===== src/rtl/tns_pkg.sv =====
// ----------------------------------------------------------------------------
// tns_pkg
// Shared types and constants for the tone note sequencer.
// ----------------------------------------------------------------------------
package tns_pkg;

  localparam int DIV_DW = 48;   // dividend / quotient width of the serial divider
  localparam int DIV_SW = 24;   // divisor / remainder width
  localparam int DIV_CW = 6;    // divider step counter width

  localparam logic [2:0] OP_TICK   = 3'd0;
  localparam logic [2:0] OP_WR_TRK = 3'd1;
  localparam logic [2:0] OP_WR_PER = 3'd2;
  localparam logic [2:0] OP_START  = 3'd3;
  localparam logic [2:0] OP_MUTE   = 3'd4;

  typedef struct packed {
    logic [2:0]  operation;
    logic [9:0]  address;
    logic [6:0]  note_index;
    logic [7:0]  length_units;
    logic [23:0] period_value;
    logic [10:0] track_pairs;
    logic [11:0] tempo_ms;
  } in_item_t;

  typedef struct packed {
    logic        pin_level;
    logic [23:0] reload_value;
    logic [6:0]  note_now;
    logic [9:0]  position_now;
    logic        step_taken;
  } out_item_t;

  typedef struct packed {
    logic              start;
    logic [DIV_DW-1:0] dividend;
    logic [DIV_SW-1:0] divisor;
  } div_req_t;

  typedef struct packed {
    logic              done;
    logic [DIV_DW-1:0] quotient;
    logic [DIV_SW-1:0] remainder;
  } div_rsp_t;

endpackage


===== src/rtl/tns_div.sv =====
// ----------------------------------------------------------------------------
// tns_div
// Restoring serial divider, one quotient bit per cycle.
// ----------------------------------------------------------------------------
module tns_div
  import tns_pkg::*;
(
  input  logic     clk,
  input  logic     rst_n,
  input  div_req_t req,
  output div_rsp_t rsp
);

  logic [DIV_SW-1:0] rem_r, rem_nxt;
  logic [DIV_DW-1:0] quo_r, quo_nxt;
  logic [DIV_SW-1:0] dsr_r;
  logic [DIV_CW-1:0] cnt_r;
  logic              busy_r;
  logic              done_r;
  logic [DIV_SW:0]   shifted;
  logic [DIV_SW:0]   diff;

  always_comb begin
    shifted = {rem_r, quo_r[DIV_DW-1]};
    diff    = shifted - {1'b0, dsr_r};
    if (!diff[DIV_SW]) begin
      rem_nxt = diff[DIV_SW-1:0];
      quo_nxt = {quo_r[DIV_DW-2:0], 1'b1};
    end else begin
      rem_nxt = shifted[DIV_SW-1:0];
      quo_nxt = {quo_r[DIV_DW-2:0], 1'b0};
    end
  end

  always_ff @(posedge clk) begin
    if (!rst_n) begin
      busy_r <= 1'b0;
      done_r <= 1'b0;
      cnt_r  <= '0;
    end else begin
      done_r <= 1'b0;
      if (req.start) begin
        busy_r <= 1'b1;
        cnt_r  <= '0;
      end else if (busy_r) begin
        cnt_r <= cnt_r + 1'b1;
        if (cnt_r == DIV_CW'(DIV_DW - 1)) begin
          busy_r <= 1'b0;
          done_r <= 1'b1;
        end
      end
    end
  end

  always_ff @(posedge clk) begin
    if (req.start) begin
      rem_r <= '0;
      quo_r <= req.dividend;
      dsr_r <= req.divisor;
    end else if (busy_r) begin
      rem_r <= rem_nxt;
      quo_r <= quo_nxt;
    end
  end

  assign rsp.done      = done_r;
  assign rsp.quotient  = quo_r;
  assign rsp.remainder = rem_r;

endmodule


===== config.mk =====
export PLATFORM = sky130hd
export DESIGN_NAME = tns_div
export DESIGN_NICKNAME = d
export VERILOG_FILES = /design/src/rtl/tns_pkg.sv /design/src/rtl/tns_div.sv
export SDC_FILE = /design/constraint.sdc
export NUM_CORES = 1
export LEC_CHECK = 0
export ABC_AREA = 1
export BUFFER_PORTS_ARGS = -buffer_cell sky130_fd_sc_hd__buf_2
export CORE_ASPECT_RATIO = 1.1
export CORE_MARGIN = 5
export CORE_UTILIZATION = 43
export CTS_CLUSTER_DIAMETER = 40
export DETAILED_ROUTE_END_ITERATION = 8
export PLACE_DENSITY = 0.66
export SYNTH_ARGS = -nofsm -noshare
export SYNTH_HDL_FRONTEND = slang
export SYNTH_SLANG_ARGS = --single-unit

===== constraint.sdc =====
create_clock -name clk -period 2.7 [get_ports clk]
set_clock_uncertainty 0.05 [all_clocks]
set_input_delay 0.405 -clock clk [delete_from_list [all_inputs] [get_ports clk]]
set_output_delay 0.405 -clock clk [all_outputs]
set_load 0.05 [all_outputs]

After elaboration in Yosys (flattened, before gate mapping)
Cells that the tools add are included.
{"block": "totals", "regBits": 104}
{"block": "op_classes", "n_reduce_logical": 3, "bitwise_logic": 2, "n_mux": 8, "add_sub_neg": 2, "eq_ne": 1}
{"operator": "$mux 48", "n": 2}
{"operator": "$sub 25x24->25", "n": 1}
{"operator": "$mux 24", "n": 1}
{"operator": "$add 6x1->6 const B", "n": 1}
{"operator": "$eq 6x6->1 const B", "n": 1}
{"operator": "$mux 1", "n": 5}
{"operator": "$reduce_or 3->1", "n": 1}
{"operator": "$not 1->1", "n": 2}
{"operator": "$reduce_bool 2->1", "n": 1}
{"operator": "$reduce_or 2->1", "n": 1}

Logic depth before layout (Yosys ltp)
Gate-level depths: netlist (run 1).
{"block": "depth", "depth_word": 4, "mapped_depth": 16}

Worst setup path after synthesis (run 1)
Ideal clock, no wire load.
{"block": "synth_path", "path_type": "reg2reg", "startpoint": "register quo_r[47]", "endpoint": "register quo_r[0], data pin", "synth_period_minus_slack_ns": 2.594, "arrival_ns": 2.275, "required_time_ns": 2.381, "setup_slack_ns": 0.106, "stages_incl_launch_ff": 15, "n_path_buf": 1, "setup_ns": 0.269, "cell_sequence": "edfxtp_1 -> inv_1 -> ha_1 -> fa_1 -> inv_1 -> nand2_1 -> nand2_1 -> nand3_1 -> nand2_2 -> nand2_2 -> nand3_2 -> nand2_2 -> nand2_4 -> buf_6 -> o21ai_0"}
{"block": "synth_between", "elab_chain_cells": 4}
{"element": "start: declaration", "line": "tns_div.sv:15", "text": "logic [DIV_DW-1:0] quo_r, quo_nxt;"}
{"element": "start signal: assignment", "line": "tns_div.sv:58", "text": "quo_r <= req.dividend;"}
{"element": "start signal: assignment", "line": "tns_div.sv:62", "text": "quo_r <= quo_nxt;"}
{"element": "$sub 25x24->25", "line": "tns_div.sv:25", "text": "diff = shifted - {1'b0, dsr_r};"}
{"element": "$mux 1", "line": "tns_div.sv:26", "text": "if (!diff[DIV_SW]) begin"}
{"element": "$mux 48", "line": "tns_div.sv:60", "text": "end else if (busy_r) begin"}
{"element": "$mux 48", "line": "tns_div.sv:56", "text": "if (req.start) begin"}
No other way between the ends. The select of a mux whose other input is x is not followed.
A chain may end at the register's enable or synchronous reset.

Final worst setup path (run 1)
Same ends and word-level chain as after synthesis.

==> impl_metrics.tcl, run 1 <==
set metrics [dict create \
    drt_wl_total_um 15900 \
    dr_total_vias 5466 \
    grt_max_degree 62 \
    synth_top_area_share_pct 35.3 \
    die_x_um 124 \
    post_cts_resized 0 \
    track_usage_pct 19.9 \
    r2r_end "quo_r[0]" \
    die_h_um 135 \
    n_fill_cell 1435 \
    ys_types 32 \
    vias_per_cell 4.62 \
    crit_type "reg -> reg" \
    synth_nets 947 \
    cts_max_path_buffers 2 \
    crit_path_frequent_cell "nand2_2" \
    synth.area.top_cells "edfxtp_1 35%, nand2_1 24%, dfxtp_1 10%" \
    hold_violations 0 \
    crit_arrival_ns 2.47 \
    synth_area_um2 6120 \
    synth-seq-cells 104 \
    synthTopCellsByCount "399 x nand2_1, 142 x inv_1, 72 x edfxtp_1, 43 x nand3_1, 36 x nor2_1" \
    crit_buf_inv 2 \
    drc 0 \
    grt_first_pass_wirelength_um 26200 \
    critPathMaxFanout 25 \
    async_flop_share_pct 0 \
    drive_above_1_share_pct 18.5 \
    crit_path_end_kind "flip-flop" \
    path_cells "inv_1 > ha_1 > fa_1 > inv_1 > nand2_1 > nand2_1 > nand3_1 > nand2_2 > nand2_2 > nand3_2 > nand2_2 > nand2_4 > o21ai_0" \
    multiInputGateArea_um2 2680 \
    reg2reg_from "quo_r[47]" \
    ys.flop_type "edfxtp_1" \
    avgRoutedWirePerCell_um 13.4 \
    fin_area_um2 7340 \
    core_region_area_um2 13900 \
    leakagePower_nw 4.05 \
    io_buffers 147 \
    hold_path.class "in -> reg" \
    fin_hold_ws_ns 0.176 \
    ys_seq_area_share_pct 45.8 \
    drv_slew 0 \
    syn_inst 846 \
    required_ns 2.75 \
    crit_cells 13 \
    seq_area_um2 2800 \
    drt_iter0_drc 296 \
    overflow 0 \
    numCtsBuffers 9 \
    power.total_mw 3.87 \
    gp_congestion 0.935 \
    cts_sinks 104 \
    powerDensity_nw_per_um2 527 \
    firstDrtPassIters 5 \
    stdcell_count 1184 \
    yosys_warnings 0 \
    maxCapViolCount 0 \
    hold_start "req[14]" \
    place_area_um2 7060 \
    synthMostInstantiatedCell "nand2_1" \
    worstSetupStartpointType "flip-flop" \
    synth_top_area_cell "edfxtp_1" \
    fin_crit_sh_pct 89.8 \
    crit_path_top_delay_cell "fa_1" \
    cts_root_buf "clkbuf_16" \
    area_growth_pct 19.9 \
    cts_tree "yes" \
    fin_nets 1092 \
    rsz0062_at_grt "no" \
    grt_pass1_vias 5515 \
    place_inst 1168 \
    hold_path_depth 1 \
    relSlewSlack_pct 67.2 \
    postCtsSetupBuffers 0 \
    antenna-diode-count 0 \
    postRouteAntennaNets 0 \
    cts_hold_buffers 0 \
    setup-violations-final 0 \
    htree_levels 3 \
    min_period_ns 2.42 \
    antenna_found_initial 1 \
    fmax_mhz 412 \
    cts.reportedPaths.clkPinSlew_ns 0.07 \
    worstMarginPinSlew_ns 0.492 \
    initial_core_util_pct 44.0 \
    max_stage_delay_ns 0.41 \
    rr_worst_depth 13 \
    rows 45 \
    outcome "finished clean" \
    vdd.ir_drop.worst_mv 0.317 \
    clk_latency_ns 0.35 \
    finalSetupTns_ns 0 \
    hpwl_um 12200 \
    die-area_um2 16700 \
    synth-edff-count 72 \
    cp_top_family "simple AND/OR/NAND/NOR gates" \
    synth_area_per_cell_um2 7.24 \
    min_to "dsr_r[14]" \
    reg2reg_slack_ns 0.28 \
    boundaryPins 148 \
]
-- worst reg2reg max path, delay by kind of cell (launching register included) --
family	cells	cell delay, ns
AO/OA/AOI/OAI	1	0.12
adder cells (fa/ha/maj)	2	0.63
buffers and inverters	2	0.17
flip-flops	1	0.34
AND/OR/NAND/NOR	8	0.85
-- layout by cell type, fill, tap and decap left out --
master,Yosys,routed
nor2_1,36,36
nor2_2,3,3
nand2_2,5,5
inv_8,0,1
buf_2,1,147
clkinvlp_4,0,2
nor3b_1,3,3
inv_2,1,2
nand4_1,8,8
inv_1,142,141
fa_1,1,1
a21oi_1,16,16
xnor2_1,7,7
nand3b_1,3,3
buf_4,1,4
nor3_1,4,4
clkinv_4,0,1
o211ai_1,1,1
nand2_4,3,3
nand3_1,43,43
edfxtp_1,72,72
a21oi_2,1,1
nand3_2,1,1
nand2_1,399,399
or2_0,1,1
clkbuf_16,0,9
clkinv_2,0,2
nand4_2,1,1
ha_1,25,25
and3_1,1,1
buf_12,0,2
dfxtp_1,32,32
clkbuf_1,11,1
xor2_1,4,4
and2_1,5,5
o21ai_0,9,9
-- cells by family after synthesis --
family	Yosys count	synth area share (%)
buffers and inverters	162	10.4
flip-flops	104	45.8
AND/OR/NAND/NOR	516	34.5
adder cells (fa/ha/maj)	26	5.44
XOR/XNOR	11	1.57
AO/OA/AOI/OAI	27	2.31
-- report_power, final --
part | leakage (nW) | internal, mW | switching (mW) | total (mW)
registers | 0.986 | 1.83 | 0.0558 | 1.89
logic | 2.94 | 0.193 | 0.538 | 0.731
clock network | 0.130 | 0.632 | 0.613 | 1.24
total | 4.05 | 2.66 | 1.21 | 3.87
-- per-layer routing --
layer	share of wire [%]	routed length (µm)	global-route usage (%)	vias up
met1	42	6700	24.3	2408
met3	8.4	1340	6.85	20
met5	0.044	7	0	-
li1	-	-	-	2887
met4	1.4	225	5.17	2
met2	48	7620	33.4	149
-- worst max path at each step --
stage | slack [ns] | to | startpoint
floorplan | 0.11 | quo_r[0] | quo_r[47]
global placement | 0.30 | quo_r[0] | quo_r[47]
detailed placement | 0.26 | quo_r[0] | quo_r[47]
CTS | 0.24 | quo_r[0] | quo_r[47]
global route | 0.06 | rem_r[7] | quo_r[47]
finish | 0.28 | quo_r[0] | quo_r[47]
-- stage by stage --
| step | setup slack (ns) | utilization, % |
|---|---|---|
| floorplan | 0.106 | - |
| global placement | 0.298 | 50.8 |
| detailed placement | 0.264 | 50.8 |
| CTS | 0.244 | 52.8 |
| global route | 0.0592 | 52.8 |
| finish | 0.276 | 52.8 |
-- sequential cells by signal (all words and copies together) (netlist names) --
signal  cells
busy_r      1
cnt_r       6
done_r      1
dsr_r      24
quo_r      48
rem_r      24
-- area by class of cell --
type | count | area share, %
inverters | 143 | 7.31
repair buffers | 153 | 11.0
multi-input cells | 580 | 36.6
flip-flops and latches | 104 | 38.2
clock buffers | 10 | 3.12
well taps | 188 | 3.21
clock inverters | 6 | 0.614
Note: power is estimated with default switching activity, not from simulation.
==> run 2, diff against run 1 <==
- CORE_UTILIZATION: 43 -> 50
- PLACE_DENSITY: 0.66 -> 0.75
==> run 2 against run 1 <==
Via count increased by 2.0%. Critical path type unchanged. Non-clock buffer count increased by 1. First-iteration DRC count increased by 11%.
==> impl_metrics.tcl, run 2 (synthesis gave the netlist of run 1 again) <==
set metrics [dict create \
    outcome "finished clean" \
    clk_latency_ns 0.35 \
    die_h_um 126 \
    relSlewSlack_pct 67.7 \
    initial_core_util_pct 50.9 \
    rsz0062_at_grt "no" \
    place_area_um2 7020 \
    final_common_cell "nand2_1" \
    postRouteAntennaNets 0 \
    fin_crit_sh_pct 88.4 \
    die-area_um2 14600 \
    stdcell_count 1151 \
    hpwl_um 11700 \
    final_cell_mix "399 x nand2_1, 147 x buf_2, 141 x inv_1" \
    gp_congestion 0.929 \
    cts_sinks 104 \
    powerDensity_nw_per_um2 528 \
    place_inst 1135 \
    regMostFlops "quo_r" \
    drt_iter0_drc 328 \
    critPathMaxFanout 25 \
    die_x_um 116 \
    crit_type "reg -> reg" \
    cts.reportedPaths.clkPinSlew_ns 0.07 \
    multiInputGateArea_um2 2700 \
    grt_max_degree 46 \
    boundaryPins 148 \
    worstMarginPinSlew_ns 0.485 \
    drt_wl_total_um 15200 \
    vdd.ir_drop.worst_mv 0.315 \
    track_usage_pct 21.8 \
    io_buffers 147 \
    fmax_mhz 419 \
    setup-violations-final 0 \
    fin_area_um2 7310 \
    largest_reg_flops 48 \
    hold_path_depth 1 \
    fin_nets 1093 \
    crit_path_top_delay_cell "fa_1" \
    path_cells "inv_1 > ha_1 > fa_1 > inv_1 > nand2_1 > nand2_1 > nand3_1 > nand2_2 > nand2_2 > nand3_2 > nand2_2 > nand2_8 > o21ai_0" \
    cts_root_buf "clkbuf_16" \
    max_stage_delay_ns 0.42 \
    required_ns 2.74 \
    crit_arrival_ns 2.42 \
    seq_area_um2 2800 \
    maxCapViolCount 0 \
    leakagePower_nw 4.06 \
    drv_slew 0 \
    min_period_ns 2.39 \
    rr_worst_depth 13 \
    rows 42 \
    crit_path_frequent_cell "nand2_2" \
    finalSetupTns_ns 0 \
    firstDrtPassIters 5 \
    grt_first_pass_wirelength_um 25400 \
    cts_max_path_buffers 2 \
    grt_pass1_vias 5490 \
    core_region_area_um2 12000 \
    area_growth_pct 19.4 \
    vias_per_cell 4.85 \
    cts_tree "yes" \
    htree_levels 3 \
    antenna_found_initial 1 \
    hold_path.class "in -> reg" \
    postCtsSetupBuffers 0 \
    crit_path_end_kind "flip-flop" \
    drive_above_1_share_pct 18.6 \
    numCtsBuffers 9 \
    dr_total_vias 5577 \
    overflow 0 \
    avgRoutedWirePerCell_um 13.2 \
    worstSetupStartpointType "flip-flop" \
    hold_violations 0 \
    antenna-diode-count 0 \
    top_regs "quo_r (48), dsr_r (24), rem_r (24)" \
    n_fill_cell 1172 \
    drc 0 \
]
==> run 2: layout make-up <==
| type | count | share of cell area (%) |
|---|---|---|
| Clock inverter | 7 | 0.719 |
| Tap cell | 154 | 2.64 |
| Clock buffer | 9 | 3.08 |
| Sequential cell | 104 | 38.3 |
| Inverter | 143 | 7.34 |
| Timing Repair Buffer | 154 | 11.0 |
| Multi-Input combinational cell | 580 | 36.9 |
==> run 2: routing by layer <==
layer,vias to the layer above,GRT usage [%],wire length (µm)
li1,2892,-,-
met1,2480,26.4,6080
met2,182,37.4,7570
met5,-,0,13
met4,2,6.77,238
met3,21,6.19,1290
==> run 2: report_power, final <==
group | total (mW) | internal [mW] | switching [mW]
clock network | 1.24 | 0.634 | 0.610
registers | 1.89 | 1.83 | 0.0584
logic | 0.724 | 0.192 | 0.532
total | 3.86 | 2.66 | 1.20
==> run 2: what timing repair did <==
item / 4_1_cts / 5_1_grt
setup endpoints to repair: 0 / 3
hold buffers: 0 / 0
resized for setup: 0 / 2
==> run 2: path summary, 6_finish.rpt <==
path / from / endpoint / slack (ns)
hold reg to reg: cnt_r[1] / cnt_r[1] / 0.44
hold / removal: req[17] / dsr_r[17] / 0.17
setup / recovery: quo_r[47] / quo_r[0] / 0.31
setup reg to reg: quo_r[47] / quo_r[0] / 0.31
==> run 2: metrics by stage <==
stage	utilization [%]	hold WS, ns	power (mW)	setup WS [ns]
floorplan	-	0.407	2.43	0.106
global placement	58.3	0.423	2.65	0.310
detailed placement	58.3	0.429	2.65	0.239
CTS	60.6	0.163	3.90	0.225
global route	60.8	0.166	4.03	0.0544
finish	60.8	0.175	3.86	0.313
==> run 2: critical path, delay by kind of cell, from the launching register on <==
| kind | cells | cell delay [ns] |
|---|---|---|
| flops | 1 | 0.34 |
| compound gates | 1 | 0.11 |
| fa+ha+maj | 2 | 0.64 |
| buf+inv | 2 | 0.16 |
| simple gates | 8 | 0.81 |
